[config.mk]
export PLATFORM = sky130hd
export DESIGN_NAME = nibble_rle_encoder_top
export DESIGN_NICKNAME = d
export VERILOG_FILES = /design/src/sv/nre_pkg.sv /design/src/sv/nre_front.sv /design/src/sv/nre_fifo.sv /design/src/sv/nre_back.sv /design/src/sv/nibble_rle_encoder_top.sv
export SDC_FILE = /design/constraint.sdc
export NUM_CORES = 1
export LEC_CHECK = 0
export ABC_CLOCK_PERIOD_IN_PS = 7100
export BUFFER_PORTS_ARGS = -buffer_cell sky130_fd_sc_hd__buf_2
export CELL_PAD_IN_SITES_DETAIL_PLACEMENT = 1
export CELL_PAD_IN_SITES_GLOBAL_PLACEMENT = 2
export CORE_MARGIN = 1
export CORE_UTILIZATION = 40
export DETAILED_ROUTE_END_ITERATION = 10
export HOLD_SLACK_MARGIN = 0.15
export PLACE_DENSITY = 0.85
export SYNTH_ARGS = -nofsm -noshare
export SYNTH_HDL_FRONTEND = slang
export SYNTH_SLANG_ARGS = --single-unit
[constraint.sdc]
create_clock -name i_clk -period 7.1 [get_ports i_clk]
set_input_delay 0 -clock i_clk [delete_from_list [all_inputs] [get_ports i_clk]]
set_output_delay 0 -clock i_clk [all_outputs]
set_load 0.005 [all_outputs]
[src/sv/nre_pkg.sv]
package nre_pkg;

    localparam int unsigned FIFO_DEPTH = 4;

    localparam logic [15:0] CAP_RESET  = 16'hFFFF;
    localparam logic [11:0] WIDE_CAP   = 12'h0FFF;
    localparam logic [11:0] NARROW_CAP = 12'h000F;
    localparam logic [3:0]  GRAY_BLACK = 4'h0;
    localparam logic [3:0]  GRAY_WHITE = 4'hF;

    // One code of a finished run
    typedef struct packed {
        logic        vld;
        logic [3:0]  gray;
        logic [11:0] cnt;
    } t_code;

    // Everything one input beat produces: up to three codes, in order
    typedef struct packed {
        t_code [2:0] codes;
        logic        last;
    } t_entry;

    typedef struct packed {
        logic        open;
        logic [3:0]  gray;
        logic [11:0] cnt;
    } t_run;

    typedef struct packed {
        t_run  run;
        t_code code;
    } t_step;

    function automatic logic is_wide(input logic [3:0] g);
        return (g == GRAY_BLACK) || (g == GRAY_WHITE);
    endfunction

    // Fold one gray nibble into the open run
    function automatic t_step run_step(input t_run s, input logic [3:0] g);
        t_step       r;
        logic [11:0] cap;
        cap    = is_wide(g) ? WIDE_CAP : NARROW_CAP;
        r.run  = s;
        r.code = '0;
        if (s.open && (g == s.gray)) begin
            if (s.cnt >= cap) begin
                r.code.vld  = 1'b1;
                r.code.gray = g;
                r.code.cnt  = cap;
                r.run.cnt   = 12'd1;
            end else begin
                r.run.cnt = s.cnt + 12'd1;
            end
        end else begin
            r.code.vld  = s.open;
            r.code.gray = s.gray;
            r.code.cnt  = s.cnt;
            r.run.open  = 1'b1;
            r.run.gray  = g;
            r.run.cnt   = 12'd1;
        end
        return r;
    endfunction

endpackage

[src/sv/nre_front.sv]
module nre_front (
    input  logic            i_clk,
    input  logic            i_rst_n,
    input  logic            i_in_valid,
    output logic            o_in_ready,
    input  logic [7:0]      i_data_byte,
    input  logic            i_last_byte,
    input  logic            i_q_ready,
    output logic            o_push,
    output nre_pkg::t_entry o_entry
);
    import nre_pkg::*;

    t_run  r_run;
    t_run  n_run;
    t_step w_hi;
    t_step w_lo;
    logic  w_accept;

    always_comb begin
        w_hi = run_step(r_run, i_data_byte[7:4]);
        w_lo = run_step(w_hi.run, i_data_byte[3:0]);
        o_entry.codes[0] = w_hi.code;
        o_entry.codes[1] = w_lo.code;
        o_entry.last     = i_last_byte;
        o_entry.codes[2] = '0;
        n_run            = w_lo.run;
        if (i_last_byte) begin
            // flush the open run and close it
            o_entry.codes[2].vld  = w_lo.run.open;
            o_entry.codes[2].gray = w_lo.run.gray;
            o_entry.codes[2].cnt  = w_lo.run.cnt;
            n_run.open = 1'b0;
            n_run.cnt  = '0;
        end
    end

    assign o_in_ready = i_q_ready;
    assign w_accept   = i_in_valid && i_q_ready;
    // skip beats that finish no run
    assign o_push     = w_accept && (o_entry.codes[0].vld || o_entry.codes[1].vld
                                     || o_entry.codes[2].vld);

    always_ff @(posedge i_clk) begin
        if (!i_rst_n) begin
            r_run <= '0;
        end else if (w_accept) begin
            r_run <= n_run;
        end
    end

endmodule

[src/sv/nre_fifo.sv]
module nre_fifo #(
    parameter int unsigned Depth = nre_pkg::FIFO_DEPTH
) (
    input  logic            i_clk,
    input  logic            i_rst_n,
    input  logic            i_push,
    input  nre_pkg::t_entry i_entry,
    output logic            o_rdy,
    input  logic            i_pop,
    output logic            o_vld,
    output nre_pkg::t_entry o_entry
);
    import nre_pkg::*;

    localparam int unsigned AW = (Depth > 1) ? $clog2(Depth) : 1;
    localparam int unsigned CW = $clog2(Depth + 1);

    t_entry         r_mem [Depth];
    logic [AW-1:0]  r_wp;
    logic [AW-1:0]  r_rp;
    logic [CW-1:0]  r_cnt;
    logic           w_wr;
    logic           w_rd;

    assign o_rdy   = (r_cnt != CW'(Depth));
    assign o_vld   = (r_cnt != '0);
    assign o_entry = r_mem[r_rp];
    assign w_wr    = i_push && o_rdy;
    assign w_rd    = i_pop && o_vld;

    always_ff @(posedge i_clk) begin
        if (w_wr) begin
            r_mem[r_wp] <= i_entry;
        end
    end

    always_ff @(posedge i_clk) begin
        if (!i_rst_n) begin
            r_wp  <= '0;
            r_rp  <= '0;
            r_cnt <= '0;
        end else begin
            if (w_wr) begin
                r_wp <= (r_wp == AW'(Depth - 1)) ? '0 : r_wp + AW'(1);
            end
            if (w_rd) begin
                r_rp <= (r_rp == AW'(Depth - 1)) ? '0 : r_rp + AW'(1);
            end
            if (w_wr && !w_rd) begin
                r_cnt <= r_cnt + CW'(1);
            end else if (w_rd && !w_wr) begin
                r_cnt <= r_cnt - CW'(1);
            end
        end
    end

endmodule

[src/sv/nre_back.sv]
module nre_back (
    input  logic            i_clk,
    input  logic            i_rst_n,
    input  logic            i_cfg_we,
    input  logic [15:0]     i_cfg_wdata,
    input  logic            i_q_valid,
    input  nre_pkg::t_entry i_q_entry,
    output logic            o_pop,
    output logic            o_out_valid,
    input  logic            i_out_ready,
    output logic [7:0]      o_code_byte,
    output logic            o_item_last,
    output logic            o_stream_end,
    output logic [15:0]     o_bytes_written
);
    import nre_pkg::*;

    logic        r_busy;
    t_entry      r_ent;
    logic [2:0]  r_keep;
    logic [1:0]  r_ci;
    logic        r_half;
    logic [15:0] r_room;
    logic [15:0] r_wc;
    logic        r_ovld;
    logic [7:0]  r_byte;
    logic        r_ilast;
    logic        r_send;
    logic [15:0] r_bw;

    t_code       w_cur;
    logic        w_wide;
    logic [7:0]  w_byte;
    logic        w_code_done;
    logic        w_later;
    logic [1:0]  w_nxt_ci;
    logic        w_adv;
    logic        w_emit;
    logic        w_emit_last;
    logic        w_load;
    logic [15:0] w_room_after;
    logic [2:0]  w_room_c;
    logic [2:0]  w_len [3];
    logic [2:0]  w_used0;
    logic [2:0]  w_used1;
    logic [2:0]  w_keep;

    always_comb begin
        case (r_ci)
            2'd1:    w_cur = r_ent.codes[1];
            2'd2:    w_cur = r_ent.codes[2];
            default: w_cur = r_ent.codes[0];
        endcase
    end

    always_comb begin
        case (r_ci)
            2'd0: begin
                w_later  = r_keep[1] || r_keep[2];
                w_nxt_ci = r_keep[1] ? 2'd1 : 2'd2;
            end
            2'd1: begin
                w_later  = r_keep[2];
                w_nxt_ci = 2'd2;
            end
            default: begin
                w_later  = 1'b0;
                w_nxt_ci = 2'd2;
            end
        endcase
    end

    assign w_wide      = is_wide(w_cur.gray);
    assign w_byte      = r_half ? w_cur.cnt[7:0]
                       : {w_cur.gray, (w_wide ? w_cur.cnt[11:8] : w_cur.cnt[3:0])};
    assign w_code_done = !w_wide || r_half;
    assign w_adv       = !r_ovld || i_out_ready;
    assign w_emit      = r_busy && w_adv;
    assign w_emit_last = w_code_done && !w_later;
    assign w_load      = !r_busy || (w_emit && w_emit_last);
    assign o_pop       = w_load && i_q_valid;

    // Decide which codes of the next entry fit, against the room left after this beat
    always_comb begin
        w_room_after = w_emit ? r_room - 16'd1 : r_room;
        w_room_c     = (w_room_after > 16'd6) ? 3'd7 : w_room_after[2:0];
        for (int i = 0; i < 3; i++) begin
            w_len[i] = is_wide(i_q_entry.codes[i].gray) ? 3'd2 : 3'd1;
        end
        w_keep[0] = i_q_entry.codes[0].vld && (w_len[0] <= w_room_c);
        w_used0   = w_keep[0] ? w_len[0] : 3'd0;
        w_keep[1] = i_q_entry.codes[1].vld && ((w_used0 + w_len[1]) <= w_room_c);
        w_used1   = w_used0 + (w_keep[1] ? w_len[1] : 3'd0);
        w_keep[2] = i_q_entry.codes[2].vld && ((w_used1 + w_len[2]) <= w_room_c);
    end

    always_ff @(posedge i_clk) begin
        if (o_pop) begin
            r_ent  <= i_q_entry;
            r_keep <= w_keep;
            r_ci   <= w_keep[0] ? 2'd0 : (w_keep[1] ? 2'd1 : 2'd2);
        end else if (w_emit && w_code_done) begin
            r_ci <= w_nxt_ci;
        end
        if (w_adv && w_emit) begin
            r_byte  <= w_byte;
            r_ilast <= w_emit_last;
            r_send  <= w_emit_last && r_ent.last;
            r_bw    <= r_wc + 16'd1;
        end
    end

    always_ff @(posedge i_clk) begin
        if (!i_rst_n) begin
            r_busy <= 1'b0;
            r_half <= 1'b0;
            r_room <= CAP_RESET;
            r_wc   <= '0;
            r_ovld <= 1'b0;
        end else begin
            if (w_load) begin
                r_busy <= o_pop && (w_keep != '0);
                r_half <= 1'b0;
            end else if (w_emit) begin
                r_half <= !w_code_done;
            end
            if (i_cfg_we) begin
                r_room <= (i_cfg_wdata >= r_wc) ? i_cfg_wdata - r_wc : '0;
            end else if (w_emit) begin
                r_room <= r_room - 16'd1;
            end
            if (w_emit) begin
                r_wc <= r_wc + 16'd1;
            end
            if (w_adv) begin
                r_ovld <= w_emit;
            end
        end
    end

    assign o_out_valid     = r_ovld;
    assign o_code_byte     = r_byte;
    assign o_item_last     = r_ilast;
    assign o_stream_end    = r_send;
    assign o_bytes_written = r_bw;

endmodule

[src/sv/nibble_rle_encoder_top.sv]
// Run-length encoder for packed 4-bit gray pixels. Each input beat carries two
// gray levels (high nibble first); when the level changes, the finished run
// leaves as code bytes, one per output beat. Levels 0 and 15 take a two-byte
// code with a 12-bit count (at most 4095), the other levels a one-byte code with
// a 4-bit count (at most 15); a run reaching its cap leaves as a full chunk and
// counting restarts at 1. A beat with i_last_byte set flushes the open run, and
// the next beat starts a fresh run. The capacity register (i_cfg_wdata on
// i_cfg_we, reset 65535) bounds the bytes kept: a code that would not fit is
// dropped whole and not counted; write it only while the block is idle. The
// front takes one input beat per cycle while its queue of FIFO_DEPTH entries
// has room. The back emits one code byte per cycle through an output register,
// stalling while i_out_ready is low; beats that finish no run never reach the
// back. Up to six bytes can follow from one beat.
module nibble_rle_encoder_top #(
    parameter int unsigned FifoDepth = nre_pkg::FIFO_DEPTH
) (
    input  logic        i_clk,
    input  logic        i_rst_n,
    // input beats
    input  logic        i_in_valid,
    output logic        o_in_ready,
    input  logic [7:0]  i_data_byte,
    input  logic        i_last_byte,
    // output beats
    output logic        o_out_valid,
    input  logic        i_out_ready,
    output logic [7:0]  o_code_byte,
    output logic        o_item_last,
    output logic        o_stream_end,
    output logic [15:0] o_bytes_written,
    // capacity register
    input  logic        i_cfg_we,
    input  logic [15:0] i_cfg_wdata
);
    import nre_pkg::*;

    logic   w_push;
    t_entry w_push_entry;
    logic   w_q_rdy;
    logic   w_q_vld;
    logic   w_pop;
    t_entry w_q_entry;

    // Front: track the run, turn each beat into its list of finished codes
    nre_front u_front (
        .i_clk       (i_clk),
        .i_rst_n     (i_rst_n),
        .i_in_valid  (i_in_valid),
        .o_in_ready  (o_in_ready),
        .i_data_byte (i_data_byte),
        .i_last_byte (i_last_byte),
        .i_q_ready   (w_q_rdy),
        .o_push      (w_push),
        .o_entry     (w_push_entry)
    );

    // Queue: decouple run tracking from byte output
    nre_fifo #(
        .Depth (FifoDepth)
    ) u_fifo (
        .i_clk   (i_clk),
        .i_rst_n (i_rst_n),
        .i_push  (w_push),
        .i_entry (w_push_entry),
        .o_rdy   (w_q_rdy),
        .i_pop   (w_pop),
        .o_vld   (w_q_vld),
        .o_entry (w_q_entry)
    );

    // Back: apply capacity, expand codes to bytes, mark item and stream ends
    nre_back u_back (
        .i_clk           (i_clk),
        .i_rst_n         (i_rst_n),
        .i_cfg_we        (i_cfg_we),
        .i_cfg_wdata     (i_cfg_wdata),
        .i_q_valid       (w_q_vld),
        .i_q_entry       (w_q_entry),
        .o_pop           (w_pop),
        .o_out_valid     (o_out_valid),
        .i_out_ready     (i_out_ready),
        .o_code_byte     (o_code_byte),
        .o_item_last     (o_item_last),
        .o_stream_end    (o_stream_end),
        .o_bytes_written (o_bytes_written)
    );

    // A stream end always closes the bytes of its beat
    a_end_is_item_last : assert property (@(posedge i_clk) disable iff (!i_rst_n)
        o_out_valid && o_stream_end |-> o_item_last)
        else $error("stream end without item last");

    // The front pushes only into a queue with room
    a_push_room : assert property (@(posedge i_clk) disable iff (!i_rst_n)
        w_push |-> w_q_rdy)
        else $error("push into full queue");

    // The back pops only a present entry
    a_pop_valid : assert property (@(posedge i_clk) disable iff (!i_rst_n)
        w_pop |-> w_q_vld)
        else $error("pop from empty queue");

    // Consecutive output beats count up by one
    a_count_step : assert property (@(posedge i_clk) disable iff (!i_rst_n)
        o_out_valid && i_out_ready ##1 o_out_valid |->
            o_bytes_written == $past(o_bytes_written) + 16'd1)
        else $error("byte count skipped");

endmodule
==> impl_metrics.py <==
metrics = {
    "yosys": {
        "synth_ff_type": "edfxtp_1",
        "yosys.area_share.simple_pct": 10.6,
        "yosys_warnings": 0,
        "yosys.area.top_type": "edfxtp_1",
        "syn-instance-count": 1182,
        "synth.area.mux_share_pct": 8.35,
        "synth_top_family_by_area": "simple AND/OR/NAND/NOR gates",
        "synthesis.nets": 1272,
        "syn_area_um2": 16100,
        "synth_compound_area_share_pct": 8.01,
        "synthDistinctLibCells": 70,
        "syn_avg_cell_area_um2": 13.6,
        "synth-edff-count": 287,
        "ys_ff_latch": 348,
        "ys_top_cells_by_area": "edfxtp_1, mux4_2, dfxtp_1, ha_1, xnor2_1",
        "async_flop_share_pct": 0,
        "yosysTopAreaCellShare_pct": 53.7,
        "synth-xor-area-share_pct": 4.47,
        "ys_seq_area_share_pct": 61.3,
        "synth_fa_ha_area_share_pct": 4.91,
    },
    "die": {
        "io_pins": 58,
        "start_util_pct": 40.5,
        "dieArea_um2": 40900,
        "die_y_um": 202,
        "num_rows": 73,
        "coreArea_um2": 39600,
        "die_w_um": 202,
    },
    "worst_setup_path": {
        "crit_path_end_kind": "register",
        "r2r_start": "u_back.r_room[7]",
        "r2r_slack_ns": 0.30,
        "r2r-end": "u_back.r_busy",
        "startpoint": "u_back.r_room[7]",
        "rr_worst_depth": 31,
        "crit_path_start_kind": "register",
        "required_ns": 7.52,
        "critPathKind": "register to register",
        "cp_max_fo": 5,
        "slowest_delay_ns": 0.58,
        "worst_path_max_delay_cell": "or4_4",
        "path_common_cell": "ha_1",
        "crit_arrival_ns": 7.22,
    },
    "power_and_ir_drop": {
        "ir_drop_mv": 0.215,
        "power.density_nw_per_um2": 354,
        "leakage_nw": 6.25,
    },
    "clocking": {
        "numCtsBuffers": 38,
        "ctsHtreeMaxLevel": 2,
        "insertion_delay_ns": 0.54,
        "path_clk_slew_ns": 0.06,
        "cts_buffer_depth": 3,
        "clock_sinks": 348,
        "clockRootBuffer": "clkbuf_16",
        "cts_tree": "done",
    },
    "drt": {
        "drt_iter0_drc": 576,
        "ant_nets": 0,
        "num_vias": 10093,
        "dr.pass1.iters": 8,
        "drc_errors": 1,
        "avgRoutedWirePerCell_um": 21.4,
        "wl_um": 39300,
        "viasPerCell": 5.50,
    },
    "global_route": {
        "grt_pass1_vias": 10614,
        "grt_pass1_wl_um": 61300,
        "grt_start_max_net_pins": 53,
        "antenna_found_initial": 0,
        "gr-total-overflow": 0,
        "gr-usage-all-layers_pct": 19.3,
    },
    "timing": {
        "maxSlewViolCount": 0,
        "relSlewSlack_pct": 43.4,
        "min_period_over_period_pct": 95.7,
        "fin_crit_ns": 6.80,
        "clock.fmax_ghz": 0.147,
        "worstMarginPinSlew_ns": 0.850,
        "skew_ns": 0.0208,
        "finalSetupViolations": 0,
        "hold_viol": 0,
    },
    "final_layout": {
        "synthToLayoutAreaGrowth_pct": 15.5,
        "num-fill-cells": 4078,
        "nNetsFinal": 1372,
        "most-common-layout-cells": "edfxtp_1, nand2_1, nor2_1, xnor2_1, dfxtp_1",
        "drive_above_1_share_pct": 16.2,
        "final_area_um2": 18500,
        "final_core_utilization_pct": 46.8,
        "final_common_cell": "edfxtp_1",
        "antennaDiodeCount": 0,
    },
    "worst_hold_path": {
        "worstHoldEndpoint": "u_back.r_room[6]",
        "worstHoldPathCells": 4,
        "hp-start": "i_cfg_wdata[6]",
        "min_path_type": "input pin to register",
    },
    "job": {
        "maxCapViolCount": 0,
    },
    "place": {
        "port_buffers": 57,
        "gp_congestion": 0.838,
        "placed_area_um2": 16900,
        "hpwl_um": 26700,
    },
    "outcome": {
        "status": "finished with violations",
        "failed_checks": "DRC",
    },
}
[cells by family after synthesis]
logic type / Yosys count
simple gates: 346
mux: 64
xor+xnor: 82
compound gates: 184
flops: 348
fa+ha+maj: 60
buf+inv: 98
[timing repair]
| item | 4_1_cts | 5_1_grt |
|---|---|---|
| buffers inserted | 1 | 2 |
| pin swaps | 1 | 6 |
| hold buffers | 37 | 0 |
| resized for setup | 1 | 6 |
| endpoints found under the hold margin | 98 | 0 |
| endpoints found under the setup margin | 2 | 2 |
[synthesized netlist by cell type, types with 10 or more instances]
master and count:
and2_1 15, and3_1 10, o211ai_1 10, nor2_1 81
edfxtp_1 287, nor3_1 17, o221ai_1 11, mux4_2 56
a22o_1 12, inv_1 47, nand3_1 29, clkbuf_1 32
o21ai_0 48, ha_1 55, dfxtp_1 61, xnor2_1 61
a21o_1 10, a21oi_1 38, buf_2 13, xor2_1 21
nand4_1 11, or3_1 14, nand2_1 113
[area by class of cell]
cell class              count  area (um^2)  area share (%)
clock inverters            22          191            1.03
well taps                 525          657            3.54
inverters                  47          176           0.951
clock buffers              47         1020            5.48
repair buffers            111          796            4.29
multi-input cells         736         5860            31.6
flip-flops and latches    348         9840            53.1
[layer usage]
layer | part of all wire, % | GRT usage (%)
met1 | 45 | 26.0
met2 | 50 | 33.1
met3 | 3.7 | 2.64
met4 | 1.3 | 4.32
met5 | 0 | 0
[worst max-delay path, delay by kind of cell (launching register included)]
family	cells	cell delay, ns
adders and majority gates	7	2.19
DFF	1	0.33
AOI/OAI and AO/OA	11	1.98
buffers and inverters	3	0.16
and+or+nand+nor	10	2.04
[power breakdown]
group,internal (W),total (W),switching (W)
registers,0.00278,0.00296,0.000179
clock network,0.00110,0.00191,0.000809
logic,0.000676,0.00169,0.00102
total,0.00455,0.00656,0.00201
[registers in the layout (all words and copies together), names as in the netlist, 2 cells and up, named ones only]
signal                  flops
u_fifo.r_cnt                3
u_fifo.r_rp                 2
u_back.o_bytes_written     16
u_back.r_ci                 2
u_back.r_wc                16
u_fifo.r_wp                 2
u_back.r_room              16
u_back.r_ent               49
u_back.r_keep               2
u_front.r_run              17
u_back.o_code_byte          8
u_fifo.r_mem              208
[worst max-delay path by stage]
stage / endpoint / slack, ns / depth (start not counted)
2_1_floorplan: u_back.r_busy / 0.47 / 31
3_3_place_gp: u_back.r_busy / 0.15 / 31
3_5_place_dp: u_back.r_busy / -0.12 / 31
4_1_cts: u_back.r_busy / 0.05 / 31
5_1_grt: u_back.r_busy / -0.03 / 31
6_report: u_back.r_busy / 0.30 / 31
[through the flow]
| step | std cells | hold WS [ns] | TNS (ns) | power (W) | setup slack [ns] |
|---|---|---|---|---|---|
| 2_1_floorplan | 1182 | 0.0989 | 0 | 0.00408 | 0.470 |
| 3_3_place_gp | 1727 | 0.304 | 0 | 0.00457 | 0.151 |
| 3_5_place_dp | 1727 | 0.313 | -0.122 | 0.00468 | -0.122 |
| 4_1_cts | 1834 | 0.161 | 0 | 0.00663 | 0.0485 |
| 5_1_grt | 1836 | 0.216 | -0.0258 | 0.00687 | -0.0258 |
| 6_report | 1836 | 0.171 | 0 | 0.00656 | 0.304 |
No activity file was read; power rests on OpenSTA's default activity.
